$ cat config.mk
export PLATFORM = sky130hd
export DESIGN_NAME = morse_key_timing_decoder
export DESIGN_NICKNAME = d
export VERILOG_FILES = /design/src/rtl/mktd_pkg.sv /design/src/rtl/mktd_front.sv /design/src/rtl/mktd_queue.sv /design/src/rtl/mktd_back.sv /design/src/rtl/morse_key_timing_decoder.sv
export SDC_FILE = /design/constraint.sdc
export NUM_CORES = 1
export LEC_CHECK = 0
export CAP_MARGIN = 15
export CELL_PAD_IN_SITES_DETAIL_PLACEMENT = 1
export CELL_PAD_IN_SITES_GLOBAL_PLACEMENT = 1
export CORE_ASPECT_RATIO = 1.1
export CORE_UTILIZATION = 25
export DETAILED_ROUTE_END_ITERATION = 12
export DONT_BUFFER_PORTS = 1
export PLACE_DENSITY_LB_ADDON = 0.1
export REMOVE_ABC_BUFFERS = 1
export SETUP_SLACK_MARGIN = 0.1
export SLEW_MARGIN = 10
export SYNTH_ARGS = -nofsm -noshare
export SYNTH_HDL_FRONTEND = slang
export SYNTH_SLANG_ARGS = --single-unit
$ cat constraint.sdc
create_clock -name i_clk -period 15 [get_ports i_clk]
set_clock_uncertainty 0.1 [all_clocks]
set_input_delay 0.75 -clock i_clk [delete_from_list [all_inputs] [get_ports i_clk]]
set_output_delay 0.75 -clock i_clk [all_outputs]
set_load 0.005 [all_outputs]
$ cat src/rtl/mktd_pkg.sv
// Shared types, constants and the Morse code table of the key timing decoder.
package mktd_pkg;

    localparam int unsigned CHAR_W   = 7;
    localparam int unsigned TIME_W   = 32;
    localparam int unsigned CFG_W    = 16;
    localparam int unsigned TOL_W    = 10;
    localparam int unsigned CFG_IDX_W = 3;
    // Durations past this width never fall inside a window
    localparam int unsigned DUR_W    = 17;
    // Longest pattern the code table knows
    localparam int unsigned TABLE_SYMBOLS = 5;

    localparam logic [CHAR_W-1:0] CHAR_SPACE = 7'h20;
    localparam logic [CHAR_W-1:0] CHAR_NONE  = 7'h00;

    localparam logic [CFG_IDX_W-1:0] REG_DOT        = 3'd0;
    localparam logic [CFG_IDX_W-1:0] REG_DASH       = 3'd1;
    localparam logic [CFG_IDX_W-1:0] REG_LETTER_GAP = 3'd2;
    localparam logic [CFG_IDX_W-1:0] REG_WORD_GAP   = 3'd3;
    localparam logic [CFG_IDX_W-1:0] REG_TOLERANCE  = 3'd4;

    typedef enum logic [1:0] {
        EDGE_NONE,
        EDGE_PRESS,
        EDGE_RELEASE
    } t_edge;

    // One entry of the queue: a decoded character and/or a trailing space
    typedef struct packed {
        logic [CHAR_W-1:0] ch;
        logic              has_ch;
        logic              has_space;
    } t_job;

    // Index is (1 << length) | symbols, dash = 1, first symbol most significant
    function automatic logic [CHAR_W-1:0] code_lookup(input logic [5:0] idx);
        logic [CHAR_W-1:0] c;
        unique case (idx)
            6'd2:  c = 7'h45;  6'd3:  c = 7'h54;
            6'd4:  c = 7'h49;  6'd5:  c = 7'h41;  6'd6:  c = 7'h4E;  6'd7:  c = 7'h4D;
            6'd8:  c = 7'h53;  6'd9:  c = 7'h55;  6'd10: c = 7'h52;  6'd11: c = 7'h57;
            6'd12: c = 7'h44;  6'd13: c = 7'h4B;  6'd14: c = 7'h47;  6'd15: c = 7'h4F;
            6'd16: c = 7'h48;  6'd17: c = 7'h56;  6'd18: c = 7'h46;  6'd20: c = 7'h4C;
            6'd22: c = 7'h50;  6'd23: c = 7'h4A;  6'd24: c = 7'h42;  6'd25: c = 7'h58;
            6'd26: c = 7'h43;  6'd27: c = 7'h59;  6'd28: c = 7'h5A;  6'd29: c = 7'h51;
            6'd32: c = 7'h35;  6'd33: c = 7'h34;  6'd35: c = 7'h33;  6'd39: c = 7'h32;
            6'd47: c = 7'h31;  6'd48: c = 7'h36;  6'd56: c = 7'h37;  6'd60: c = 7'h38;
            6'd62: c = 7'h39;  6'd63: c = 7'h30;
            default: c = CHAR_NONE;
        endcase
        return c;
    endfunction

endpackage

$ cat src/rtl/mktd_front.sv
// Front end: accepts key samples, classifies edges and keeps the symbol pattern.
module mktd_front #(
    parameter int unsigned MAX_SYMBOLS = 5
) (
    input  logic                                i_clk,
    input  logic                                i_rst_n,
    input  logic                                i_valid,
    output logic                                o_ready,
    input  logic                                i_key_level,
    input  logic [mktd_pkg::TIME_W-1:0]         i_time_ms,
    input  logic                                i_cfg_we,
    input  logic [mktd_pkg::CFG_IDX_W-1:0]      i_cfg_idx,
    input  logic [mktd_pkg::CFG_W-1:0]          i_cfg_data,
    output logic                                o_push,
    output mktd_pkg::t_job                      o_job,
    input  logic                                i_full
);

    localparam int unsigned LEN_W = $clog2(MAX_SYMBOLS + 2);
    localparam int unsigned TS    = mktd_pkg::TABLE_SYMBOLS;

    function automatic logic near_value(input logic [mktd_pkg::DUR_W-1:0] d,
                                        input logic [mktd_pkg::CFG_W-1:0] nom,
                                        input logic [mktd_pkg::TOL_W-1:0] tol);
        logic [mktd_pkg::DUR_W:0] lo;
        logic [mktd_pkg::DUR_W:0] hi;
        lo = {1'b0, d} + (mktd_pkg::DUR_W+1)'(tol);
        hi = (mktd_pkg::DUR_W+1)'(nom) + (mktd_pkg::DUR_W+1)'(tol);
        return (lo > (mktd_pkg::DUR_W+1)'(nom)) && ({1'b0, d} < hi);
    endfunction

    logic [mktd_pkg::CFG_W-1:0] r_dot_ms, r_dash_ms, r_letter_gap_ms, r_word_gap_ms;
    logic [mktd_pkg::TOL_W-1:0] r_tolerance_ms;

    logic                          r_prev_level;
    logic [mktd_pkg::TIME_W-1:0]   r_prev_time;
    logic                          r_s1_vld;
    mktd_pkg::t_edge               r_s1_edge;
    logic [mktd_pkg::DUR_W-1:0]    r_s1_dur;
    logic                          r_s1_long;
    logic [MAX_SYMBOLS-1:0]        r_bits;
    logic [LEN_W-1:0]              r_len;

    logic [MAX_SYMBOLS-1:0]        n_bits;
    logic [LEN_W-1:0]              n_len;
    logic [mktd_pkg::TIME_W-1:0]   dif;
    mktd_pkg::t_edge               edge_kind;
    logic                          accept;
    logic                          advance;
    logic                          need_push;
    logic                          nr_dot, nr_dash, nr_letter, nr_word;
    logic [MAX_SYMBOLS+TS-1:0]     bits_ext;
    logic [TS-1:0]                 bits5;
    logic [2:0]                    len3;
    logic [5:0]                    idx;
    logic                          len_ok;
    logic [mktd_pkg::CHAR_W-1:0]   dec_ch;
    mktd_pkg::t_job                job;

    assign accept  = i_valid && o_ready;
    assign dif     = i_time_ms - r_prev_time;

    always_comb begin
        if (i_key_level && !r_prev_level) begin
            edge_kind = mktd_pkg::EDGE_PRESS;
        end else if (!i_key_level && r_prev_level) begin
            edge_kind = mktd_pkg::EDGE_RELEASE;
        end else begin
            edge_kind = mktd_pkg::EDGE_NONE;
        end
    end

    // Window tests; a duration beyond the compare width matches nothing
    assign nr_dot    = !r_s1_long && near_value(r_s1_dur, r_dot_ms, r_tolerance_ms);
    assign nr_dash   = !r_s1_long && near_value(r_s1_dur, r_dash_ms, r_tolerance_ms);
    assign nr_letter = !r_s1_long && near_value(r_s1_dur, r_letter_gap_ms, r_tolerance_ms);
    assign nr_word   = !r_s1_long && near_value(r_s1_dur, r_word_gap_ms, r_tolerance_ms);

    // Table lookup of the current pattern
    assign bits_ext = {{TS{1'b0}}, r_bits};
    assign bits5    = bits_ext[TS-1:0];
    assign len3     = r_len[2:0];
    assign len_ok   = (r_len != '0) && (r_len <= LEN_W'(TS)) && (r_len <= LEN_W'(MAX_SYMBOLS));
    assign idx      = (6'd1 << len3) | {1'b0, bits5 & 5'((6'd1 << len3) - 6'd1)};
    assign dec_ch   = len_ok ? mktd_pkg::code_lookup(idx) : mktd_pkg::CHAR_NONE;

    always_comb begin
        job    = '0;
        n_bits = r_bits;
        n_len  = r_len;
        unique case (r_s1_edge)
            mktd_pkg::EDGE_PRESS: begin
                if (nr_letter || nr_word) begin
                    job.ch     = dec_ch;
                    job.has_ch = (dec_ch != mktd_pkg::CHAR_NONE);
                    job.has_space = !nr_letter;
                    n_bits = '0;
                    n_len  = '0;
                end
            end
            mktd_pkg::EDGE_RELEASE: begin
                if (nr_dot || nr_dash) begin
                    if (r_len >= LEN_W'(MAX_SYMBOLS)) begin
                        n_len = LEN_W'(MAX_SYMBOLS + 1);
                    end else begin
                        n_bits = {r_bits[MAX_SYMBOLS-2:0], !nr_dot};
                        n_len  = r_len + LEN_W'(1);
                    end
                end else begin
                    job.ch     = dec_ch;
                    job.has_ch = (dec_ch != mktd_pkg::CHAR_NONE);
                    n_bits = '0;
                    n_len  = '0;
                end
            end
            default: begin
            end
        endcase
    end

    assign need_push = job.has_ch || job.has_space;
    // Hold the classified item while the queue is full and it has output
    assign advance   = r_s1_vld && (!need_push || !i_full);
    assign o_ready   = !r_s1_vld || advance;
    assign o_push    = advance && need_push;
    assign o_job     = job;

    always_ff @(posedge i_clk) begin
        if (!i_rst_n) begin
            r_dot_ms        <= 16'd250;
            r_dash_ms       <= 16'd750;
            r_letter_gap_ms <= 16'd750;
            r_word_gap_ms   <= 16'd1000;
            r_tolerance_ms  <= 10'd5;
        end else if (i_cfg_we) begin
            case (i_cfg_idx)
                mktd_pkg::REG_DOT:        r_dot_ms        <= i_cfg_data;
                mktd_pkg::REG_DASH:       r_dash_ms       <= i_cfg_data;
                mktd_pkg::REG_LETTER_GAP: r_letter_gap_ms <= i_cfg_data;
                mktd_pkg::REG_WORD_GAP:   r_word_gap_ms   <= i_cfg_data;
                mktd_pkg::REG_TOLERANCE:  r_tolerance_ms  <= i_cfg_data[mktd_pkg::TOL_W-1:0];
                default: begin
                end
            endcase
        end
    end

    always_ff @(posedge i_clk) begin
        if (!i_rst_n) begin
            r_prev_level <= 1'b0;
            r_prev_time  <= '0;
            r_s1_vld     <= 1'b0;
            r_s1_edge    <= mktd_pkg::EDGE_NONE;
            r_bits       <= '0;
            r_len        <= '0;
        end else begin
            if (accept) begin
                r_prev_level <= i_key_level;
                r_prev_time  <= i_time_ms;
                r_s1_edge    <= edge_kind;
            end
            if (accept) begin
                r_s1_vld <= 1'b1;
            end else if (advance) begin
                r_s1_vld <= 1'b0;
            end
            if (advance) begin
                r_bits <= n_bits;
                r_len  <= n_len;
            end
        end
    end

    always_ff @(posedge i_clk) begin
        if (accept) begin
            r_s1_dur  <= dif[mktd_pkg::DUR_W-1:0];
            r_s1_long <= |dif[mktd_pkg::TIME_W-1:mktd_pkg::DUR_W];
        end
    end

endmodule

$ cat src/rtl/mktd_queue.sv
// Two-entry queue of decode jobs between the front end and the output stage.
module mktd_queue (
    input  logic           i_clk,
    input  logic           i_rst_n,
    input  logic           i_push,
    input  mktd_pkg::t_job i_job,
    output logic           o_full,
    output logic           o_vld,
    output mktd_pkg::t_job o_job,
    input  logic           i_pop
);

    mktd_pkg::t_job r_mem [2];
    logic           r_wp;
    logic           r_rp;
    logic [1:0]     r_cnt;

    assign o_full = (r_cnt == 2'd2);
    assign o_vld  = (r_cnt != 2'd0);
    assign o_job  = r_mem[r_rp];

    always_ff @(posedge i_clk) begin
        if (i_push) begin
            r_mem[r_wp] <= i_job;
        end
    end

    always_ff @(posedge i_clk) begin
        if (!i_rst_n) begin
            r_wp  <= 1'b0;
            r_rp  <= 1'b0;
            r_cnt <= 2'd0;
        end else begin
            if (i_push) begin
                r_wp <= !r_wp;
            end
            if (i_pop) begin
                r_rp <= !r_rp;
            end
            case ({i_push, i_pop})
                2'b10:   r_cnt <= r_cnt + 2'd1;
                2'b01:   r_cnt <= r_cnt - 2'd1;
                default: r_cnt <= r_cnt;
            endcase
        end
    end

endmodule

$ cat src/rtl/mktd_back.sv
// Output stage: turns each job into one or two result items.
module mktd_back (
    input  logic                              i_clk,
    input  logic                              i_rst_n,
    input  logic                              i_job_vld,
    input  mktd_pkg::t_job                    i_job,
    output logic                              o_pop,
    output logic                              o_valid,
    input  logic                              i_ready,
    output logic [mktd_pkg::CHAR_W-1:0]       o_char_code,
    output logic                              o_last_of_run
);

    logic                            r_vld;
    logic                            r_pend_space;
    logic [mktd_pkg::CHAR_W-1:0]     r_char;
    logic                            r_last;
    logic                            load;

    // Take a new job once the output register is free and no space waits
    assign load          = !r_pend_space && (!r_vld || i_ready);
    assign o_pop         = load && i_job_vld;
    assign o_valid       = r_vld;
    assign o_char_code   = r_char;
    assign o_last_of_run = r_last;

    always_ff @(posedge i_clk) begin
        if (!i_rst_n) begin
            r_vld        <= 1'b0;
            r_pend_space <= 1'b0;
        end else if (load) begin
            r_vld        <= i_job_vld;
            r_pend_space <= i_job_vld && i_job.has_ch && i_job.has_space;
        end else if (r_pend_space && i_ready) begin
            r_pend_space <= 1'b0;
        end
    end

    always_ff @(posedge i_clk) begin
        if (load && i_job_vld) begin
            if (i_job.has_ch) begin
                r_char <= i_job.ch;
                r_last <= !i_job.has_space;
            end else begin
                r_char <= mktd_pkg::CHAR_SPACE;
                r_last <= 1'b1;
            end
        end else if (r_pend_space && i_ready) begin
            r_char <= mktd_pkg::CHAR_SPACE;
            r_last <= 1'b1;
        end
    end

endmodule

$ cat src/rtl/morse_key_timing_decoder.sv
// Morse key timing decoder top level: front end, job queue and output stage.
// Path: a sample's result passes the classify register, the queue write and the
// output register load; a word gap adds its space once its letter is taken.
// Throughput: one sample per cycle while the queue has room; the output register
// sends one result per cycle while ready; a two-result job holds up the next.
// Reset (synchronous, active low) restores the register defaults, clears the
// pattern, level and timestamp, and empties the queue; no clearing pass.
module morse_key_timing_decoder #(
    parameter int unsigned MAX_SYMBOLS = 5
) (
    input  logic                              i_clk,
    input  logic                              i_rst_n,
    input  logic                              i_valid,
    output logic                              o_ready,
    input  logic                              i_key_level,
    input  logic [mktd_pkg::TIME_W-1:0]       i_time_ms,
    output logic                              o_valid,
    input  logic                              i_ready,
    output logic [mktd_pkg::CHAR_W-1:0]       o_char_code,
    output logic                              o_last_of_run,
    input  logic                              i_cfg_we,
    input  logic [mktd_pkg::CFG_IDX_W-1:0]    i_cfg_idx,
    input  logic [mktd_pkg::CFG_W-1:0]        i_cfg_data
);

    logic           push;
    logic           full;
    logic           q_vld;
    logic           pop;
    mktd_pkg::t_job front_job;
    mktd_pkg::t_job q_job;

    mktd_front #(
        .MAX_SYMBOLS (MAX_SYMBOLS)
    ) u_front (
        .i_clk       (i_clk),
        .i_rst_n     (i_rst_n),
        .i_valid     (i_valid),
        .o_ready     (o_ready),
        .i_key_level (i_key_level),
        .i_time_ms   (i_time_ms),
        .i_cfg_we    (i_cfg_we),
        .i_cfg_idx   (i_cfg_idx),
        .i_cfg_data  (i_cfg_data),
        .o_push      (push),
        .o_job       (front_job),
        .i_full      (full)
    );

    mktd_queue u_queue (
        .i_clk   (i_clk),
        .i_rst_n (i_rst_n),
        .i_push  (push),
        .i_job   (front_job),
        .o_full  (full),
        .o_vld   (q_vld),
        .o_job   (q_job),
        .i_pop   (pop)
    );

    mktd_back u_back (
        .i_clk         (i_clk),
        .i_rst_n       (i_rst_n),
        .i_job_vld     (q_vld),
        .i_job         (q_job),
        .o_pop         (pop),
        .o_valid       (o_valid),
        .i_ready       (i_ready),
        .o_char_code   (o_char_code),
        .o_last_of_run (o_last_of_run)
    );

endmodule

## After elaboration in Yosys (flattened, before gate mapping)

Memory sizes are Yosys's and may differ from the RTL's. A register that Yosys moved wholly into a read port is not among the register bits.
Cells that the tools add are included.

- Logic and storage cells: 142
- Output and inout port bits: 10
- Flip-flop bits (word level): 150
- Memories kept: 2
- RAM bits: 18
- Memory bits (read-only): 448
- Bits of input ports: 57
- Latch bits: 0

Memories:

| name | depth | bits a word | read ports | clocked after Yosys merged registers in | write ports | RTL line | RTL |
|---|---|---|---|---|---|---|---|
| (no name shown) | 64 | 7 | 1 | 0 | 0 | mktd_pkg.sv:39 | `unique case (idx)` |
| u_queue.r_mem | 2 | 9 | 1 | 1 | 1 | mktd_queue.sv:13 | `mktd_pkg::t_job r_mem [2];` |

- Bitwise logic cells: 2
- Multipliers: 0
- Reductions and logical operators: 56
- Eq/ne operators: 11
- Multiplexer cells: 30
- Magnitude comparators: 10
- Shift-type cells: 1
- Add/subtract/negate cells: 10
- Div/mod/pow operators: 0

Operators by type and width:

| operator | number |
|---|---|
| $gt A18 B16 Y1 | 4 |
| $lt A17 B18 Y1 | 4 |
| $add A16 B10 Y17 | 4 |
| $sub A32 B32 Y32 | 1 |
| $mux W7 | 4 |
| $logic_and A1 B1 Y1 | 20 |
| $add A17 B10 Y18 | 1 |
| $pmux W8 S2 | 1 |
| $mux W5 | 3 |
| $reduce_or A15 Y1 | 1 |
| $logic_not A1 Y1 | 13 |
| $mux W1 | 12 |
| $reduce_bool A2 Y1 | 6 |
| $pmux W5 S2 | 1 |
| $reduce_and A2 Y1 | 5 |
| $mux W3 | 3 |
| $mux W9 | 1 |
| $mux W8 | 1 |
| $reduce_bool A7 Y1 | 1 |
| $eq A2 B2 Y1 const B | 3 |
| $eq A3 B2 Y1 const B | 2 |
| $logic_or A1 B1 Y1 | 6 |
| $or A6 B5 Y6 | 1 |
| $pmux W3 S2 | 1 |
| 19 further kinds | 21 |

## Depth between registers and ports, before layout

Gate-level depths: netlist of the first run.
An unclocked memory read counts as a cell.

- Word-level depth: 16
- Gate-level depth with buffers: 25
- Gate-level depth less buffers: 25

## By module

From an unflattened synthesis of the first run, not the netlist that was laid out.

- Cell total of the unflattened synthesis: 1,716
- Area total of the unflattened synthesis: 14,616.5 um^2

By module, submodules not included:

| module | cells each | seq. area each (um^2) | area each (um^2) | instances |
|---|---|---|---|---|
| mktd_front | 1,638 | 2,902.8 | 13,336.5 | 1 |
| mktd_queue | 50 | 640.6 | 865.8 | 1 |
| mktd_back | 28 | 280.3 | 414.1 | 1 |

## Worst setup path after synthesis of the first run

Ideal clock, no wire load.

- Kind: flip-flop to flip-flop
- Start: register u_front.r_tolerance_ms[1] in the netlist's numbering
- End: register u_queue.r_cnt[1]
- Library setup time: 0.070 ns
- Stages on the path, launching flop included: 21
- Required time: 14.830 ns
- Buffers on the path: 0
- Path slack: 9.694 ns
- Period minus slack after synthesis: 5.306 ns
- Arrival time: 5.135 ns
- Path through: dfxtp_1 -> ha_1 -> a21o_1 -> a21oi_1 -> o21bai_1 -> a21oi_1 -> o21bai_1 -> a21oi_1 -> o211ai_1 -> xnor2_1 -> ha_1 -> and3_1 -> a221o_1 -> a2111oi_2 -> o21ai_1 -> a2111oi_4 -> nand4b_1 -> o32a_1 -> ha_1 -> or3_1 -> a21oi_1

- Longest elaborated chain between the ends: 14
- Elaborated cells between the ends (all ways): 37
- Classes of those cells: 5 x add/sub; 8 x order compare; 2 x eq/ne; 5 x mux; 17 x reduce/logical

RTL lines:

| element | RTL line | RTL |
|---|---|---|
| start, declared | mktd_front.sv:33 | `logic [mktd_pkg::TOL_W-1:0] r_tolerance_ms;` |
| start signal, assigned | mktd_front.sv:141 | `mktd_pkg::REG_TOLERANCE: r_tolerance_ms <= i_cfg_data[mktd_pkg::TOL_W-1:0];` |
| $add A17 B10 Y18 or $add A16 B10 Y17 (tied branches) | mktd_front.sv:27, mktd_front.sv:28 |  |
| $gt A18 B16 Y1 or $lt A17 B18 Y1 (tied branches) | mktd_front.sv:29 | `return (lo > (mktd_pkg::DUR_W+1)'(nom)) && ({1'b0, d} < hi);` |
| $logic_and A1 B1 Y1 | mktd_front.sv:29 |  |
| $logic_and A1 B1 Y1, on equally long branches | - |  |
| $logic_or A1 B1 Y1, or another cell as far along | mktd_front.sv:102 | `if (nr_dot \|\| nr_dash) begin` |
| $mux W8 or $mux W9 (tied branches) | mktd_front.sv:102, mktd_front.sv:93 |  |
| $pmux W8 S2 or $mux W1 (tied branches) | mktd_front.sv:91 | `unique case (r_s1_edge)` |
| $logic_or A1 B1 Y1 (*) | mktd_front.sv:121 | `assign need_push = job.has_ch \|\| job.has_space;` |
| $logic_not A1 Y1 | mktd_front.sv:123 | `assign advance = r_s1_vld && (!need_push \|\| !i_full);` |
| $logic_or A1 B1 Y1 | mktd_front.sv:123 |  |
| $logic_and A1 B1 Y1 | mktd_front.sv:123 |  |
| $logic_and A1 B1 Y1 (*) | mktd_front.sv:125 | `assign o_push = advance && need_push;` |
| $eq A2 B1 Y1 or $eq A2 B2 Y1 (tied branches) | mktd_queue.sv:40 | `case ({i_push, i_pop})` |
| $pmux W2 S2 or $reduce_bool A2 Y1 (tied branches) | - |  |
| end signal, assigned | mktd_queue.sv:41 | `2'b10: r_cnt <= r_cnt + 2'd1;` |
| end signal, assigned | mktd_queue.sv:42 | `2'b01: r_cnt <= r_cnt - 2'd1;` |
| end signal, assigned | mktd_queue.sv:43 | `default: r_cnt <= r_cnt;` |
| end, declared | mktd_queue.sv:16 | `logic [1:0] r_cnt;` |

Mark *: on every way between the ends. The rest lies on a longest branch, timed or not.
A chain may end at the register's enable or synchronous reset.

## Worst setup path after layout of the first run

- Start: register u_front.r_tolerance_ms[1] in the netlist's numbering
- End: output o_ready

- Longest elaborated chain between the ends: 12
- Elaborated cells between the ends (all ways): 33
- Classes of those cells: 5 x add/sub; 8 x order compare; 4 x mux; 16 x reduce/logical

RTL lines:

| element | RTL line | RTL |
|---|---|---|
| $add A17 B10 Y18 or $add A16 B10 Y17 (tied branches) | mktd_front.sv:27, mktd_front.sv:28 |  |
| $gt A18 B16 Y1 or $lt A17 B18 Y1 (tied branches) | mktd_front.sv:29 |  |
| $logic_and A1 B1 Y1 | mktd_front.sv:29 |  |
| $logic_and A1 B1 Y1, on equally long branches | - |  |
| $logic_or A1 B1 Y1, or another cell as far along | mktd_front.sv:102 |  |
| $mux W8 or $mux W9 (tied branches) | mktd_front.sv:102, mktd_front.sv:93 |  |
| $pmux W8 S2 or $mux W1 (tied branches) | mktd_front.sv:91 |  |
| $logic_or A1 B1 Y1 (*) | mktd_front.sv:121 |  |
| $logic_not A1 Y1 (*) | mktd_front.sv:123 |  |
| $logic_or A1 B1 Y1 (*) | mktd_front.sv:123 |  |
| $logic_and A1 B1 Y1 (*) | mktd_front.sv:123 |  |
| $logic_or A1 B1 Y1 (*) | mktd_front.sv:124 | `assign o_ready = !r_s1_vld \|\| advance;` |
| end, declared | morse_key_timing_decoder.sv:14 | `output logic o_ready,` |

Marks and branches as above.

==> qor.txt, run 1 <==
CTS Buf Count: 17
Critical Path Start Type: flip-flop
Post-synth ARST share: 0%
CTS clock-pin slew for the worst setup and hold paths: 0.07 ns
Setup violators final: 0
DRT iter0 DRCs: 500
LEAKAGE: 6.377 nW
Placed cell count: 2412
Final Cycle Share: 44.72%
Number of synthesized flops with an enable pin: 44
Area of the die: 58360 um2
Met2 routed WL: 24.72 mm
Post-route cell area: 15640 um2
Fin cells: 2444
Critical setup path kind: reg2out
DRC: 0
Post-DP HPWL: 39.78 mm
Worst Max-Slew Pin Slew: 1.083 ns
DRT Pass-1 Iters: 5
Synthesized area: 14350 um2
All-Layer GR Usage: 17.49%
Inserted Diodes: 0
Pin count of the biggest net entering global routing: 116
Max cap viols: 0
Die Y: 253.3 um
Fraction of layout cells with a size suffix above 1: 3.882%
# resized after CTS: 0
Seq/Total Area, Yosys: 26.65%
Die Width: 230.4 um
Via density: 4.950
Unique masters post-synth: 90
Largest fanout on the critical path: 11
Status: complete, no violations
Rows: 91
Max IR drop VDD: 0.09127 mV
# IOs: 67
Area Growth Syn to Fin: 8.964%
Number of port buffers: 0
RSZ-0062 raised after global routing: no
TritonCTS clock tree: yes
Setup TNS: 0 ns
Top layer in use: met4
Max Fclk: 0.1491 GHz
Final hold vios: 0
Mean Syn Cell Area: 8.376 um2
Slew Viols, Final: 0
Hold_buf cts: 0
Clock sink count: 169
Final min period: 6.708 ns
Placer Congestion: 0.8037
Crit end category: output port
Synthesis-stage register bit count: 169
YS warnings: 0
Worst Hold Class: in2reg
Placed Instance Area: 15050 um2
Clock root buffer: clkbuf_16
Vias in the first global route: 12790
Clock Latency Late Sink: 0.50 ns
Worst slew margin: 27.79%
Mapped Cells: 1713
Power Dens Cells: 89.44 nW/um2
WL/cell: 20.35 um
Vias: 12100
Initial Util: 25.46%
Main flop type after synthesis: dfxtp_1
First-pass GRT wire length: 76.16 mm
Core footprint: 56360 um2
Top-count cell post-synth: nand2_1
Fin nets: 1975
Initial antenna violation count: 0
Met3 WL: 1.512 mm
WL final: 49.74 mm
Synth top cells by count: 255 x nand2_1, 225 x ha_1, 155 x inv_1
CP Data Required Time: 14.15 ns
Overflow after GRT: 0
Synth top area share: 19.62%
Synth area leader: ha_1
Metal-1 WL: 22.04 mm
H-Tree Level Count: 4
CTS max path bufs: 2
Critical Path AT: 5.86 ns
Synth top area cells: ha_1 20%, dfxtp_1 17%, edfxtp_1 9.2%
Antenna-violating nets left: 0
Total setup buffers inserted after CTS: 0
[cells in the final DEF, fill, tap and decap left out, types with 6 or more instances in the layout]
cell type  instances
nand2_1          255
ha_1             225
inv_1            155
a21oi_1          148
dfxtp_1          125
nor2_1            84
xnor2_1           70
o21ai_0           63
mux2i_1           53
a21o_1            50
edfxtp_1          44
o211ai_1          42
nand3_1           33
nand4_1           30
o21bai_1          24
a211oi_1          21
nand2b_1          21
nor3_1            21
xor2_1            21
o21a_1            18
clkbuf_16         17
nor2b_1           10
and3_1             8
a31oi_1            8
o21ai_1            7
o31ai_1            6
o2111ai_1          6
or3_1              6
fa_1               6
[state kept, by name (all words and copies together), names as in the netlist, named ones only]
name,count
u_front.r_tolerance_ms,10
u_front.r_s1_edge,2
u_front.r_s1_vld,1
u_queue.r_rp,1
u_front.r_prev_time,32
u_front.r_prev_level,1
u_back.o_last_of_run,1
u_queue.r_mem,18
u_front.r_s1_long,1
u_queue.r_cnt,2
u_front.r_s1_dur,17
u_back.o_valid,1
u_front.r_word_gap_ms,16
u_front.r_dot_ms,16
u_front.bits5,5
u_front.len3,3
u_front.r_letter_gap_ms,16
u_front.r_dash_ms,16
u_back.o_char_code,7
u_queue.r_wp,1
u_back.r_pend_space,1
[final cells by class]
type	instances	area, um2
Clock inverter	15	158.9
Tap cell	744	930.9
Timing Repair Buffer	4	30.03
Fill cell	6708	40730
Multi-Input combinational cell	1338	9677
Clock buffer	17	425.4
Sequential cell	169	3824
Inverter	157	589.3
[path summary, 6_finish.rpt]
| path | startpoint | to | slack (ns) | cells past startpoint |
|---|---|---|---|---|
| hold reg to reg | u_front.r_dot_ms[11]$_SDFFE_PN0P_ | u_front.r_dot_ms[11]$_SDFFE_PN0P_ | 0.36 | 2 |
| setup / recovery | u_front.r_tolerance_ms[1]$_SDFFE_PN0P_ | o_ready | 8.29 | 21 |
| setup reg to reg | u_front.r_tolerance_ms[1]$_SDFFE_PN0P_ | u_front.r_s1_dur[0]$_DFFE_PP_ | 8.75 | 22 |
| hold / removal | i_rst_n | u_back.o_valid$_SDFFE_PN0P_ | 0.27 | 1 |
[per-stage QoR]
stage	utilization, %	hold WS [ns]	setup slack (ns)	power [mW]
global placement	26.70	0.3424	8.734	0.9444
floorplan	-	0.3347	8.517	0.8199
CTS	27.74	0.2260	8.089	1.434
finish	27.74	0.2739	8.292	1.398
detailed placement	26.70	0.3494	8.603	0.9537
global route	27.74	0.2437	7.823	1.494
[per-layer routing]
metal / global-route usage [%] / vias up
li1: - / 6054
met1: 20.56 / 5878
met2: 31.02 / 117
met3: 3.547 / 50
met4: 6.679 / 0
met5: 0 / -
[critical path, cell delays in order (launching register included)]
cell and delay [ns]:
dfxtp_1 0.71, ha_1 0.33, a21o_1 0.15, a21oi_1 0.22, o21bai_1 0.10, a21oi_1 0.25
o21bai_1 0.10, a21oi_1 0.29, o21ai_0 0.18, o21a_1 0.22, o21ai_0 0.20, xnor2_1 0.15
ha_1 0.26, a21o_1 0.16, a21o_1 0.17, a221oi_1 0.23, a31oi_1 0.12, a211oi_1 0.56
a32oi_1 0.23, o32ai_4 0.41, and2_1 0.23, inv_1 0.09
[where the power goes]
| part | switching [mW] | internal [mW] | leakage [nW] |
|---|---|---|---|
| sequential | 0.0427 | 0.500 | 1.45 |
| clock | 0.228 | 0.235 | 0.289 |
| combinational | 0.230 | 0.162 | 4.64 |
| total | 0.501 | 0.898 | 6.38 |
[cells by family after synthesis]
family	after synthesis	share of synthesized area [%]
buf+inv	206	5.982
compound gates	455	21.28
fa+ha+maj	231	20.46
xor+xnor	91	5.555
simple gates	506	16.23
flops	169	26.65
mux	55	3.854
No activity file was read; power rests on OpenSTA's default activity.
==> run 2, diff against run 1 <==
--- a/config.mk
+++ b/config.mk
@@ -5,6 +5,7 @@
 export SDC_FILE = /design/constraint.sdc
 export NUM_CORES = 1
 export LEC_CHECK = 0
+export ABC_AREA = 1
 export CAP_MARGIN = 15
 export CELL_PAD_IN_SITES_DETAIL_PLACEMENT = 1
 export CELL_PAD_IN_SITES_GLOBAL_PLACEMENT = 1
==> constraint.sdc (replaced) <==
create_clock -name i_clk -period 6.75 [get_ports i_clk]
set_clock_uncertainty 0.1 [all_clocks]
set_input_delay 0.3375 -clock i_clk [delete_from_list [all_inputs] [get_ports i_clk]]
set_output_delay 0.3375 -clock i_clk [all_outputs]
set_load 0.005 [all_outputs]
==> run 2 against run 1 <==
Flip-flop and latch count is the same. Critical path type is now reg2reg. Global-route usage increased by 0.33 points. Total power grew 150%. Final cell count up 16%. Highest routed layer is now met5.
==> qor.txt, run 2 <==
CP startpoint: u_front.r_tolerance_ms[1]$_SDFFE_PN0P_
Clock sink count: 169 (unchanged)
Largest fanout on the critical path: 37 (+26)
Initial Util: 25.50% (+0.042 points)
Critical Path Start Type: flip-flop
Post-DP HPWL: 39.42 mm (-0.90%)
Overflow after GRT: 0 (unchanged)
Regs by FF count: u_front.r_prev_time (32), u_queue.r_mem (18), u_front.r_s1_dur (17)
WL final: 50.31 mm (+1.2%)
Power Dens Cells: 212.1 nW/um2 (+140%)
Core footprint: 56470 um2 (+0.20%)
Main flop type after synthesis: dfxtp_1
WL/cell: 17.78 um (-13%)
Vias in the first global route: 14200 (+11%)
DRC: 0 (unchanged)
Worst r2r path cells: 24 (+9.1%)
Via density: 4.686 (-5.3%)
Int Power: 2.176 mW (+140%)
Worst r2r src: u_front.r_tolerance_ms[1]$_SDFFE_PN0P_
Number of synthesized flops with an enable pin: 44 (unchanged)
Critical setup path kind: reg2reg
# IOs: 67 (unchanged)
Commonest non-fill, non-tap cell in the layout: nand2_1
Final hold vios: 0 (unchanged)
Setup violators final: 0 (unchanged)
Worst R2R End: u_front.r_prev_time[27]$_SDFFE_PN0P_
Combinational Power Share: 33.3% (+5.2 points)
First-pass GRT wire length: 79.18 mm (+4.0%)
Area of the die: 58570 um2 (+0.36%)
YS warnings: 0 (unchanged)
Synthesized area: 14400 um2 (+0.37%)
# resized after CTS: 0 (unchanged)
Die Width: 230.8 um (+0.18%)
Pre-CTS WS: 0.9453 ns (-7.658 ns)
DRT Pass-1 Iters: 4 (-1)
Max IR drop VDD: 0.2053 mV (+120%)
Biggest register: u_front.r_prev_time
Placed Instance Area: 15210 um2 (+1.1%)
Post-synth ARST share: 0% (unchanged)
H-Tree Level Count: 4 (unchanged)
Vias: 13260 (+9.6%)
Post-route cell area: 16410 um2 (+4.9%)
Seq pwr share: 35.4% (-3.4 points)
Unique masters post-synth: 43 (-52%)
CTS clock-pin slew for the worst setup and hold paths: 0.07 ns (about the same)
Worst Hold Class: in2reg
LEAKAGE: 7.518 nW (+18%)
Max Fclk: 0.1712 GHz
Total setup buffers inserted after CTS: 0 (unchanged)
Initial antenna violation count: 1 (+1)
Synth area leader: ha_1
Hold_ws: 0.04547 ns (-0.2284 ns)
CTS max path bufs: 2 (unchanged)
Crit end category: flip-flop
Number of port buffers: 0 (unchanged)
Crit path capture: u_front.r_prev_time[27]$_SDFFE_PN0P_
All-Layer GR Usage: 17.82% (+0.33 points)
Synth top cells by count: 462 x nand2_1, 247 x inv_1, 228 x nor2_1
Pin count of the biggest net entering global routing: 111 (-4.3%)
Setup TNS: 0 ns (unchanged)
Mapped Cells: 2028 (+18%)
Max reg flops: 32 (unchanged)
Mean Syn Cell Area: 7.101 um2 (-15%)
Top-count cell post-synth: nand2_1
CTS Buf Count: 17 (unchanged)
Antenna-violating nets left: 0 (unchanged)
Slew Viols, Final: 0 (unchanged)
Hold_buf cts: 54 (+54)
Max cap viols: 0 (unchanged)
Final WS setup: 0.9093 ns (-7.383 ns)
Clock Power Share: 31.3% (-1.8 points)
Synth top area cells: ha_1 20%, dfxtp_1 17%, nand2_1 12%
Worst Max-Slew Pin Slew: 0.8478 ns (-0.2353 ns)
Clock Latency Late Sink: 0.49 ns (about the same)
CP Data Required Time: 7.03 ns (-7.12 ns)
FILL cells: 7050 (+5.1%)
Status: complete, no violations
Placer Congestion: 0.8723 (+8.5%)
RSZ-0062 raised after global routing: no
R2R setup slack: 0.91 ns (-7.84 ns)
Worst slew margin: 43.27% (+15 points)
Psw: 1.303 mW (+160%)
Area Growth Syn to Fin: 13.94%
Synthesis-stage register bit count: 169 (unchanged)
Final Cycle Share: 86.53%
Final min period: 5.841 ns
Rows: 91 (unchanged)
Critical Path AT: 6.12 ns (+0.26 ns)
Clock root buffer: clkbuf_16
Die Y: 253.7 um (+0.18%)
TritonCTS clock tree: yes
Seq/Total Area, Yosys: 26.55% (-0.097 points)
Sw Share: 37.46% (+1.6 points)
Fraction of layout cells with a size suffix above 1: 2.687% (-1.2 points)
Design Power: 3.480 mW (+150%)
DRT iter0 DRCs: 457 (-8.6%)
Fin nets: 2359 (+19%)
Most frequent cells in the layout: 462 x nand2_1, 247 x inv_1, 227 x nor2_1
Synth top area share: 19.55% (-0.072 points)
[run 2: changes by cell type after synthesis, sizes merged, moves of 15 or more]
| cell | change |
|---|---|
| xor2 | +42 |
| inv | +96 |
| nand3 | +44 |
| nor2 | +140 |
| nand3b | +26 |
| mux2i | -53 |
| a211oi | -15 |
| o21ai | +33 |
| nand2 | +210 |
| a21oi | +47 |
| xnor2 | -40 |
| a21o | -41 |
| nand2b | -21 |
| o21a | -15 |
[run 2: per-layer routing]
metal / part of all wire, % / wire length, um / global-route usage [%] / vias to the layer above
li1: - / - / - / 6820
met1: 47 / 23630 / 22.10 / 6293
met2: 49 / 24460 / 31.55 / 104
met3: 2.7 / 1353 / 2.805 / 37
met4: 1.7 / 849 / 5.109 / 2
met5: 0.034 / 17 / 0 / -
[run 2: area by class of cell]
type	count	area, um2	area share (%)
multi-input combinational	1567	9445	57.56
sequential	169	3824	23.30
inverter	254	953.4	5.811
tap	744	930.9	5.673
timing repair buffer	62	628.1	3.828
clock buffer	22	485.5	2.959
clock inverter	10	138.9	0.8464
antenna	1	2.502	0.01525
[run 2: worst min-delay path by stage]
stage	startpoint	to	slack, ns	depth (start not counted)
4_1_cts	i_time_ms[1]	u_front.r_prev_time[1]$_SDFFE_PN0P_	0.008	4
6_report	i_time_ms[1]	u_front.r_prev_time[1]$_SDFFE_PN0P_	0.05	4
3_5_place_dp	u_queue.r_rp$_SDFFE_PN0P_	flip-flop	0.34	1
5_1_grt	i_time_ms[1]	u_front.r_prev_time[1]$_SDFFE_PN0P_	0.06	4
3_3_place_gp	u_queue.r_rp$_SDFFE_PN0P_	flip-flop	0.34	1
2_1_floorplan	i_rst_n	u_front.r_tolerance_ms[0]$_SDFFE_PN1P_	0.32	1
[run 2: stage by stage]
step           util (%)  std cells
3_3_place_gp      26.93       2742
4_1_cts           29.05       2828
6_report          29.05       2829
3_5_place_dp      26.94       2742
2_1_floorplan         -       1990
5_1_grt           29.05       2828
[run 2: kinds of logic after synthesis]
kind of cell | after synthesis | share of synthesized area (%)
simple gates | 872 | 25.36
compound gates | 371 | 14.10
buf+inv | 292 | 7.950
fa+ha+maj | 231 | 20.38
flops | 169 | 26.55
xor+xnor | 93 | 5.656
[run 2: critical path, cell delays in order, from the launching register on]
cell	delay, ns
dfxtp_1	0.58
buf_4	0.25
fa_1	0.22
a21oi_1	0.09
o21bai_1	0.28
nand2_1	0.10
o211ai_1	0.18
a21oi_1	0.12
o21ai_0	0.43
nand4_1	0.28
or4_1	0.49
ha_1	0.34
and3_1	0.19
a21oi_1	0.14
nand2_1	0.19
nand3_1	0.15
nand2_1	0.08
nand2_1	0.10
nand2_2	0.08
nand3_2	0.08
buf_4	0.44
nand3b_1	0.11
dlygate4sd3_1	0.58
nand2_1	0.06
nor2_1	0.04
[run 2: power groups by stage]
stage / combinational [mW] / sequential [mW] / clock (mW)
after floorplan: 0.804 / 1.20 / 0
after global placement: 1.10 / 1.25 / 0
after detailed placement: 1.13 / 1.26 / 0
after CTS: 1.19 / 1.23 / 1.13
after global routing: 1.35 / 1.24 / 1.16
final: 1.16 / 1.23 / 1.09
